==> config.mk <==
export PLATFORM = sky130hd
export DESIGN_NAME = wrs_ctrl
export DESIGN_NICKNAME = d
export VERILOG_FILES = /design/src/rtl/assert_macros.svh /design/src/rtl/wrs_pkg.sv /design/src/rtl/wrs_ctrl.sv
export SDC_FILE = /design/constraint.sdc
export NUM_CORES = 1
export LEC_CHECK = 0
export BUFFER_PORTS_ARGS = -buffer_cell sky130_fd_sc_hd__buf_2
export CORE_UTILIZATION = 40
export CTS_CLUSTER_DIAMETER = 40
export CTS_CLUSTER_SIZE = 40
export DETAILED_ROUTE_END_ITERATION = 8
export GPL_ROUTABILITY_DRIVEN = 0
export PLACE_DENSITY = 0.69
export SYNTH_ARGS = -nofsm -noshare
export SYNTH_HDL_FRONTEND = slang
export SYNTH_SLANG_ARGS = --single-unit
==> constraint.sdc <==
create_clock -name clk -period 1.85 [get_ports clk]
set_input_delay 0.37 -clock clk [delete_from_list [all_inputs] [get_ports clk]]
set_output_delay 0.37 -clock clk [all_outputs]
set_load 0.02 [all_outputs]
==> src/rtl/assert_macros.svh <==
// ---------------------------------------------------------------------------
// assert_macros.svh
// concurrent assertion helpers, empty under SYNTH
// ---------------------------------------------------------------------------
`ifndef ASSERT_MACROS_SVH
`define ASSERT_MACROS_SVH
`ifndef SYNTH
// same-cycle implication
`define ASSERT_IMPLIES(lbl, clk, rst_n, ante, cons) \
    lbl: assert property (@(posedge clk) disable iff (!rst_n) (ante) |-> (cons)) \
        else $error("assertion failed");
// next-cycle implication
`define ASSERT_NEXT(lbl, clk, rst_n, ante, cons) \
    lbl: assert property (@(posedge clk) disable iff (!rst_n) (ante) |=> (cons)) \
        else $error("assertion failed");
`else
`define ASSERT_IMPLIES(lbl, clk, rst_n, ante, cons)
`define ASSERT_NEXT(lbl, clk, rst_n, ante, cons)
`endif
`endif

==> src/rtl/wrs_pkg.sv <==
// ---------------------------------------------------------------------------
// wrs_pkg
// shared constants, command and status types of the wake relaxation step
// ---------------------------------------------------------------------------
`timescale 1ns / 1ps

package wrs_pkg;

    localparam int FRAC_BITS  = 16;
    localparam int DATA_W     = 32;
    localparam int SEG_W      = 31;
    localparam int MAXR_W     = 31;
    localparam int SUM_W      = 63;
    localparam int V_W        = DATA_W + 1;
    localparam int U_W        = FRAC_BITS + 2;
    localparam int ACC_W      = 49;
    localparam int A_W        = 34;
    localparam int B_W        = 33;
    localparam int PROD_W     = 64;
    localparam int SAT_W      = 66;
    localparam int RELAX_SH   = 30;
    localparam int SQRT_STEPS = 32;
    localparam int DIV_STEPS  = FRAC_BITS + 1;
    localparam int CNT_W      = 5;
    localparam int NUM_AXES   = 3;
    localparam int CFG_IDX_W  = 3;

    localparam logic [1:0]        LAST_AXIS  = 2'd2;
    localparam logic [15:0]       RELAX_K    = 16'd55706;
    localparam logic [SUM_W-1:0]  SUM_MAX    = {SUM_W{1'b1}};
    localparam logic [MAXR_W-1:0] MAXR_MAX   = {MAXR_W{1'b1}};

    typedef enum logic [CFG_IDX_W-1:0] {
        CFG_ROTOR_MODE   = 3'd0,
        CFG_RELAX_FACTOR = 3'd1,
        CFG_THRUST_X     = 3'd2,
        CFG_THRUST_Y     = 3'd3,
        CFG_THRUST_Z     = 3'd4
    } cfg_index_t;

    typedef enum logic [4:0] {
        OP_NONE,
        OP_KMUL,
        OP_DIFF,
        OP_DOT,
        OP_CLAMP,
        OP_VROT,
        OP_VPLAIN,
        OP_PREPN,
        OP_SQ,
        OP_SQRT0,
        OP_SQRT,
        OP_DIV0,
        OP_DIV,
        OP_DIVW,
        OP_RES,
        OP_PDOT,
        OP_PROJ,
        OP_RSQ,
        OP_SUM,
        OP_NEW,
        OP_EMIT
    } op_t;

    typedef struct packed {
        op_t        op;
        logic [1:0] idx;
        logic       ph;
        logic       to_d;
    } cmd_t;

    typedef struct packed {
        logic rotor_mode;
    } status_t;

    function automatic logic signed [DATA_W-1:0] sat32(input logic signed [SAT_W-1:0] v);
        logic signed [SAT_W-1:0] hi;
        logic signed [SAT_W-1:0] lo;
        hi = SAT_W'(33'sh0_7fff_ffff);
        lo = -SAT_W'(33'sh0_8000_0000);
        if (v > hi)
        begin
            return 32'sh7fff_ffff;
        end
        else if (v < lo)
        begin
            return 32'sh8000_0000;
        end
        return v[DATA_W-1:0];
    endfunction

endpackage

==> src/rtl/wrs_ctrl.sv <==
// ---------------------------------------------------------------------------
// wrs_ctrl
// sequencer that steps the shared multiplier, root and divider per segment
// ---------------------------------------------------------------------------
`timescale 1ns / 1ps

module wrs_ctrl
    import wrs_pkg::*;
(
    input  logic    clk,
    input  logic    rst_n,
    input  logic    in_valid,
    input  logic    item_kind,
    input  logic    out_ready,
    input  status_t status,
    output logic    in_ready,
    output logic    out_valid,
    output cmd_t    cmd
);

    typedef enum logic [4:0] {
        ST_IDLE,
        ST_KMUL,
        ST_DIFF,
        ST_DOT,
        ST_CLAMP,
        ST_VROT,
        ST_VPLAIN,
        ST_PREPN,
        ST_SQ,
        ST_SQRT0,
        ST_SQRT,
        ST_DIV0,
        ST_DIV,
        ST_DIVW,
        ST_RES,
        ST_PDOT,
        ST_PROJ,
        ST_RSQ,
        ST_SUM,
        ST_NEW,
        ST_EMIT
    } state_t;

    state_t           state_reg, state_next;
    logic [1:0]       idx_reg, idx_next;
    logic             ph_reg, ph_next;
    logic [CNT_W-1:0] cnt_reg, cnt_next;
    logic             to_d_reg, to_d_next;
    logic             in_ready_reg, in_ready_next;
    logic             out_valid_reg, out_valid_next;
    logic             mul_step;
    logic             mul_last;
    logic             emit_fire;
    op_t              op;

    assign mul_last  = ph_reg && (idx_reg == LAST_AXIS);
    assign emit_fire = !out_valid_reg || out_ready;

    always_comb
    begin
        state_next     = state_reg;
        idx_next       = idx_reg;
        ph_next        = ph_reg;
        cnt_next       = cnt_reg;
        to_d_next      = to_d_reg;
        out_valid_next = out_valid_reg && !out_ready;
        mul_step       = 1'b0;
        unique case (state_reg)
            ST_IDLE:
            begin
                if (in_valid && in_ready_reg && item_kind)
                begin
                    state_next = ST_KMUL;
                    ph_next    = 1'b0;
                    idx_next   = 2'd0;
                end
            end
            ST_KMUL:
            begin
                if (ph_reg)
                begin
                    ph_next    = 1'b0;
                    state_next = status.rotor_mode ? ST_DIFF : ST_VPLAIN;
                end
                else
                begin
                    ph_next = 1'b1;
                end
            end
            ST_DIFF:
            begin
                state_next = ST_DOT;
            end
            ST_DOT:
            begin
                mul_step = 1'b1;
                if (mul_last)
                begin
                    state_next = ST_CLAMP;
                end
            end
            ST_CLAMP:
            begin
                state_next = ST_VROT;
            end
            ST_VROT:
            begin
                mul_step  = 1'b1;
                to_d_next = 1'b0;
                if (mul_last)
                begin
                    state_next = ST_SQ;
                end
            end
            ST_VPLAIN:
            begin
                to_d_next  = 1'b0;
                state_next = ST_SQ;
            end
            ST_PREPN:
            begin
                to_d_next  = 1'b1;
                state_next = ST_SQ;
            end
            ST_SQ:
            begin
                mul_step = 1'b1;
                if (mul_last)
                begin
                    state_next = ST_SQRT0;
                end
            end
            ST_SQRT0:
            begin
                cnt_next   = '0;
                state_next = ST_SQRT;
            end
            ST_SQRT:
            begin
                cnt_next = cnt_reg + CNT_W'(1);
                if (cnt_reg == CNT_W'(SQRT_STEPS - 1))
                begin
                    idx_next   = 2'd0;
                    state_next = ST_DIV0;
                end
            end
            ST_DIV0:
            begin
                cnt_next   = '0;
                state_next = ST_DIV;
            end
            ST_DIV:
            begin
                cnt_next = cnt_reg + CNT_W'(1);
                if (cnt_reg == CNT_W'(DIV_STEPS - 1))
                begin
                    state_next = ST_DIVW;
                end
            end
            ST_DIVW:
            begin
                if (idx_reg == LAST_AXIS)
                begin
                    idx_next   = 2'd0;
                    state_next = to_d_reg ? ST_PDOT : ST_RES;
                end
                else
                begin
                    idx_next   = idx_reg + 2'd1;
                    state_next = ST_DIV0;
                end
            end
            ST_RES:
            begin
                mul_step = 1'b1;
                if (mul_last)
                begin
                    state_next = status.rotor_mode ? ST_PREPN : ST_RSQ;
                end
            end
            ST_PDOT:
            begin
                mul_step = 1'b1;
                if (mul_last)
                begin
                    state_next = ST_PROJ;
                end
            end
            ST_PROJ:
            begin
                mul_step = 1'b1;
                if (mul_last)
                begin
                    state_next = ST_RSQ;
                end
            end
            ST_RSQ:
            begin
                mul_step = 1'b1;
                if (mul_last)
                begin
                    state_next = ST_SUM;
                end
            end
            ST_SUM:
            begin
                state_next = ST_NEW;
            end
            ST_NEW:
            begin
                mul_step = 1'b1;
                if (mul_last)
                begin
                    state_next = ST_EMIT;
                end
            end
            ST_EMIT:
            begin
                if (emit_fire)
                begin
                    out_valid_next = 1'b1;
                    state_next     = ST_IDLE;
                end
            end
            default:
            begin
                state_next = ST_IDLE;
            end
        endcase
        if (mul_step)
        begin
            if (!ph_reg)
            begin
                ph_next = 1'b1;
            end
            else
            begin
                ph_next  = 1'b0;
                idx_next = mul_last ? 2'd0 : idx_reg + 2'd1;
            end
        end
        in_ready_next = (state_next == ST_IDLE);
    end

    always_ff @(posedge clk or negedge rst_n)
    begin
        if (!rst_n)
        begin
            state_reg     <= ST_IDLE;
            idx_reg       <= 2'd0;
            ph_reg        <= 1'b0;
            cnt_reg       <= '0;
            to_d_reg      <= 1'b0;
            in_ready_reg  <= 1'b1;
            out_valid_reg <= 1'b0;
        end
        else
        begin
            state_reg     <= state_next;
            idx_reg       <= idx_next;
            ph_reg        <= ph_next;
            cnt_reg       <= cnt_next;
            to_d_reg      <= to_d_next;
            in_ready_reg  <= in_ready_next;
            out_valid_reg <= out_valid_next;
        end
    end

    always_comb
    begin
        unique case (state_reg)
            ST_IDLE:   op = OP_NONE;
            ST_KMUL:   op = OP_KMUL;
            ST_DIFF:   op = OP_DIFF;
            ST_DOT:    op = OP_DOT;
            ST_CLAMP:  op = OP_CLAMP;
            ST_VROT:   op = OP_VROT;
            ST_VPLAIN: op = OP_VPLAIN;
            ST_PREPN:  op = OP_PREPN;
            ST_SQ:     op = OP_SQ;
            ST_SQRT0:  op = OP_SQRT0;
            ST_SQRT:   op = OP_SQRT;
            ST_DIV0:   op = OP_DIV0;
            ST_DIV:    op = OP_DIV;
            ST_DIVW:   op = OP_DIVW;
            ST_RES:    op = OP_RES;
            ST_PDOT:   op = OP_PDOT;
            ST_PROJ:   op = OP_PROJ;
            ST_RSQ:    op = OP_RSQ;
            ST_SUM:    op = OP_SUM;
            ST_NEW:    op = OP_NEW;
            ST_EMIT:   op = emit_fire ? OP_EMIT : OP_NONE;
            default:   op = OP_NONE;
        endcase
    end

    assign cmd.op    = op;
    assign cmd.idx   = idx_reg;
    assign cmd.ph    = ph_reg;
    assign cmd.to_d  = to_d_reg;
    assign in_ready  = in_ready_reg;
    assign out_valid = out_valid_reg;

endmodule

=== Word level (Yosys, flattened, before mapping) ===
Index checks and enable logic that the tools add are counted.

* Equal/unequal tests: 24
* Add/sub/neg operators: 2
* Muxes and demuxes: 36
* Reduce and logical (&&, ||, !) cells: 18

{| class="wikitable"
|+ Operators with widths
! cell !! number
|-
| $pmux 5 s20 || 2
|-
| $mux 5 || 15
|-
| $eq 5x4->1 const B || 8
|-
| $eq 5x5->1 const B || 7
|-
| $eq 5x3->1 const B || 4
|-
| $mux 2 || 6
|-
| $eq 5x2->1 const B || 2
|-
| $logic_not 5->1 || 2
|-
| $pmux 5 s2 || 1
|-
| $reduce_or 2->1 || 4
|-
| $reduce_or 8->1 || 1
|-
| $mux 1 || 7
|-
| $mux 3 || 2
|-
| $pmux 2 s3 || 1
|-
| $add 5x1->5 const B || 1
|-
| $eq 5x1->1 const B || 1
|-
| $logic_and 1x1->1 || 4
|-
| $pmux 1 s2 || 2
|-
| $reduce_bool 2->1 || 2
|-
| $ne 3x3->1 const B || 1
|-
| $reduce_bool 3->1 || 1
|-
| $add 2x1->2 const B || 1
|-
| $eq 2x2->1 const B || 1
|-
| $logic_not 1->1 || 2
|-
| other kinds (2) || 2
|}

* Output and inout bits: 11
* Bits of input ports: 6
* Register bits after elaboration: 16
* Word-level logic and storage cells: 87

=== Longest topological paths before layout ===
* Depth after elaboration: 6
* Mapped depth: 8

=== Least setup slack after synthesis ===
No wires, ideal clock.

* Path kind: register to output
* From: reg state_reg[1]
* To: out cmd[5] in the netlist's numbering
* Path buffers: 4
* Arrival time: 1769 ps
* Setup slack: -289 ps
* Stages on the path, launching flop included: 6
* Cell sequence: dfrtp_1 buf_2 buf_1 buf_2 buf_2 a21boi_0

{| class="wikitable"
|+ RTL lines
! item !! line !! source
|-
| from (decl) || wrs_ctrl.sv:45 || <nowiki>state_t state_reg, state_next;</nowiki>
|-
| from (signal assigned) || wrs_ctrl.sv:260 || <nowiki>state_reg <= state_next;</nowiki>
|-
| to (decl) || wrs_ctrl.sv:18 || <nowiki>output cmd_t cmd</nowiki>
|}

=== Final worst setup path ===
* From: reg cnt_reg[1]
* To: reg in_ready_reg, in the netlist in_ready

* Longest elaborated chain between the ends: 4
* Elaborated cells between the ends (all ways): 6
* Those cells by class: eq/ne (2); mux (3); reduce/logical (1)

{| class="wikitable"
|+ Ends and longest elaborated chain
! item !! line !! source
|-
| from (decl) || wrs_ctrl.sv:48 || <nowiki>logic [CNT_W-1:0] cnt_reg, cnt_next;</nowiki>
|-
| from (signal assigned) || wrs_ctrl.sv:263 || <nowiki>cnt_reg <= cnt_next;</nowiki>
|-
| $eq 5x5->1 (on tied branches) || wrs_ctrl.sv:156, wrs_ctrl.sv:142 ||
|-
| $mux 5 (on tied branches) || wrs_ctrl.sv:156, wrs_ctrl.sv:142 ||
|-
| $pmux 5 s20 * || wrs_ctrl.sv:69 || <nowiki>unique case (state_reg)</nowiki>
|-
| net state_next[0] || wrs_ctrl.sv:45 ||
|-
| $logic_not 5->1 * || wrs_ctrl.sv:243 || <nowiki>in_ready_next = (state_next == ST_IDLE);</nowiki>
|-
| net in_ready_next || wrs_ctrl.sv:50 || <nowiki>logic in_ready_reg, in_ready_next;</nowiki>
|-
| to (signal assigned) || wrs_ctrl.sv:265 || <nowiki>in_ready_reg <= in_ready_next;</nowiki>
|-
| to (decl) || wrs_ctrl.sv:50 ||
|}

Mark *: on every way through the listed nets, which the timed path passes. The rest lies on a longest branch.
A chain may end at the register's enable or synchronous reset.

==> flow_summary.yaml <==
synthesis:
  ys.warnings.count: 0
  yosys.area.top_type_share_pct: 25.8
  synth_cell_types: 57
  synth_edf_count: 0
  ys_ff_latch: 16
  seq_area_frac_synth_pct: 27.6
  syn-num-nets: 190
  syn-mean-instance-area_um2: 8.03
  synth_top_cell_by_area: "dfrtp_1"
  synth_area_um2: 1450
  synthCells: 181
  synthArstFlopShare_pct: 100
  synth-main-ff-cell: "dfrtp_1"
  synth_area_leaders: "dfrtp_1 26%, a21oi_1 4.5%, nand2_1 3.6%"
placement:
  dpl.hpwl_um: 3230
  io_buffers: 16
  dpl_worst_slack_ns: -0.0444
cells_and_area:
  layout-drive-gt1-share_pct: 41.2
  antenna_cells: 0
  layout_commonest_cell: "buf_4"
  post-route-util_pct: 59.2
  final_cell_mix: "48 x buf_4, 13 x nand2_1, 12 x buf_2, 11 x a21oi_1"
  nets: 243
  syn_to_final_growth_pct: 39.2
timing:
  hold_viol_final: 0
  fin_crit_ns: 1.89
  worst_slack_ns: -0.0412
  fin_crit_sh_pct: 102
  relSlewSlack_pct: 72.2
  finClkSkew_ns: 0.000950
  setup_violations: 1
  finalSetupTns_ns: -0.0412
  drv_slew: 0
  max_slew.worst_pin.slew_ns: 0.406
  max_freq_ghz: 0.529
  holdWs_ns: 0.491
  rsz0062_at_grt: "true"
run:
  drv_cap: 0
floorplanning:
  initial_core_util_pct: 42.6
  die-width_um: 62.3
  row_count: 21
  io_pins: 17
  core_um2: 3420
  die_h_um: 62.3
  dieArea_um2: 3880
power:
  power_uw: 3620
  powerDensity_nw_per_um2: 1790
  ir_drop_v: 0.00101
  p_leak_uw: 0.000900
routing:
  routedWlPerCell_um: 16.4
  routed-via-count: 1673
  drt_wl_total_um: 4580
  drtPass1Iterations: 4
  drtIter0Drc: 105
  viasPerCell: 6.00
  drc: 0
  antenna_left: 0
global_route:
  grt.total_usage_pct: 23.4
  antenna_found_initial: 0
  gr-total-overflow: 0
  grt_max_degree: 19
  first_global_vias: 1515
  grt_first_pass_wirelength_um: 7130
run_status:
  violations: "negative setup slack"
  outcome: "finished with violations"
worst_setup_path:
  crit_fanout: 2
  worstPathArrival_ns: 2.13
  critical_path_class: "flop to flop"
  end_kind: "flop"
  cp_data_required_time_ns: 2.09
  cp-start-kind: "flop"
cts:
  clock_path_buffers: 2
  cts_tree: "yes"
  htreeDepth: 1
  clk_latency_ns: 0.29
  clock-sinks: 16
  cts-buffers-inserted: 3
  clkTransAtPathRegs_ns: 0.11
  cts_root_buf: "clkbuf_4"
min_path:
  hold_class: "primary input to flop"
[report_power, final]
group          switching (µW)  internal (µW)
sequential                210            513
clock                     133            120
combinational            1330           1320
[metrics by stage]
step / instances / cell area, µm²
after global routing: 279 / 2020
after CTS: 269 / 1880
final: 279 / 2020
after detailed placement: 263 / 1800
after floorplan: 181 / 1470
after global placement: 263 / 1800
[layer usage]
| metal | GRT usage, % | part of all wire, % | vias up |
|---|---|---|---|
| li1 | - | - | 792 |
| met1 | 31.9 | 44 | 788 |
| met2 | 38.7 | 48 | 83 |
| met3 | 1.84 | 6.7 | 10 |
| met4 | 8.43 | 1.7 | 0 |
| met5 | 0 | 0 | - |
[critical path, cell delays in order (launching register included)]
cell	delay [ns]
dfrtp_1	0.41
ha_2	0.18
and3_4	0.14
ha_2	0.16
nand3b_1	0.09
a21oi_1	0.07
or4_4	0.52
and4bb_1	0.26
[cells in the mapped netlist, types with 3 or more instances]
library cell  number
nor2b_1            4
clkbuf_1           4
nand3_1            9
o21ai_1            5
nor2_1            10
ha_1               3
a211oi_1           3
o21ai_0            6
or4_1              3
a22oi_1            5
inv_1              5
nand3b_1           3
nand2_1           14
buf_2              9
and3b_1            3
buf_1              3
a31oi_1            3
a32o_1             3
nor3_1             5
o22ai_1            3
a21oi_1           13
buf_4              3
dfrtp_1           15
nand2b_1           5
[cell families (layout without fill, tap and decap cells)]
kind of cell / after synthesis / after routing / share of synthesized area (%)
compound gates: 59 / 59 / 27.9
xor+xnor: 2 / 2 / 1.21
fa+ha+maj: 3 / 3 / 2.58
buf+inv: 24 / 76 / 7.74
flops: 16 / 16 / 27.6
mux: 2 / 2 / 1.46
simple gates: 75 / 75 / 31.5
[area by class of cell]
cell class / count / area, µm²
inverters: 5 / 18.8
multi-input cells: 141 / 1000
flip-flops and latches: 16 / 410
repair buffers: 67 / 498
clock buffers: 4 / 36.3
fillers: 298 / 1390
well taps: 46 / 57.6
[final timing paths]
check                          endpoint  depth (start not counted)  slack [ns]  startpoint
min in group asynchronous  state_reg[3]                          2        0.52       rst_n
max                            in_ready                          7       -0.04  cnt_reg[1]
max in group asynchronous      in_ready                          2        1.02       rst_n
max reg2reg                    in_ready                          7       -0.04  cnt_reg[1]
min                           out_valid                          3        0.49   out_ready
min reg2reg                    to_d_reg                          1        0.55    to_d_reg
[what timing repair did]
action	in CTS	in global routing
setup endpoints to repair	6	8
gates resized for setup	11	20
endpoints found under the hold margin	15	0
buffers inserted	1	10
pin swaps	1	6
hold buffers	1	0
(Power assumes the default switching activity.)
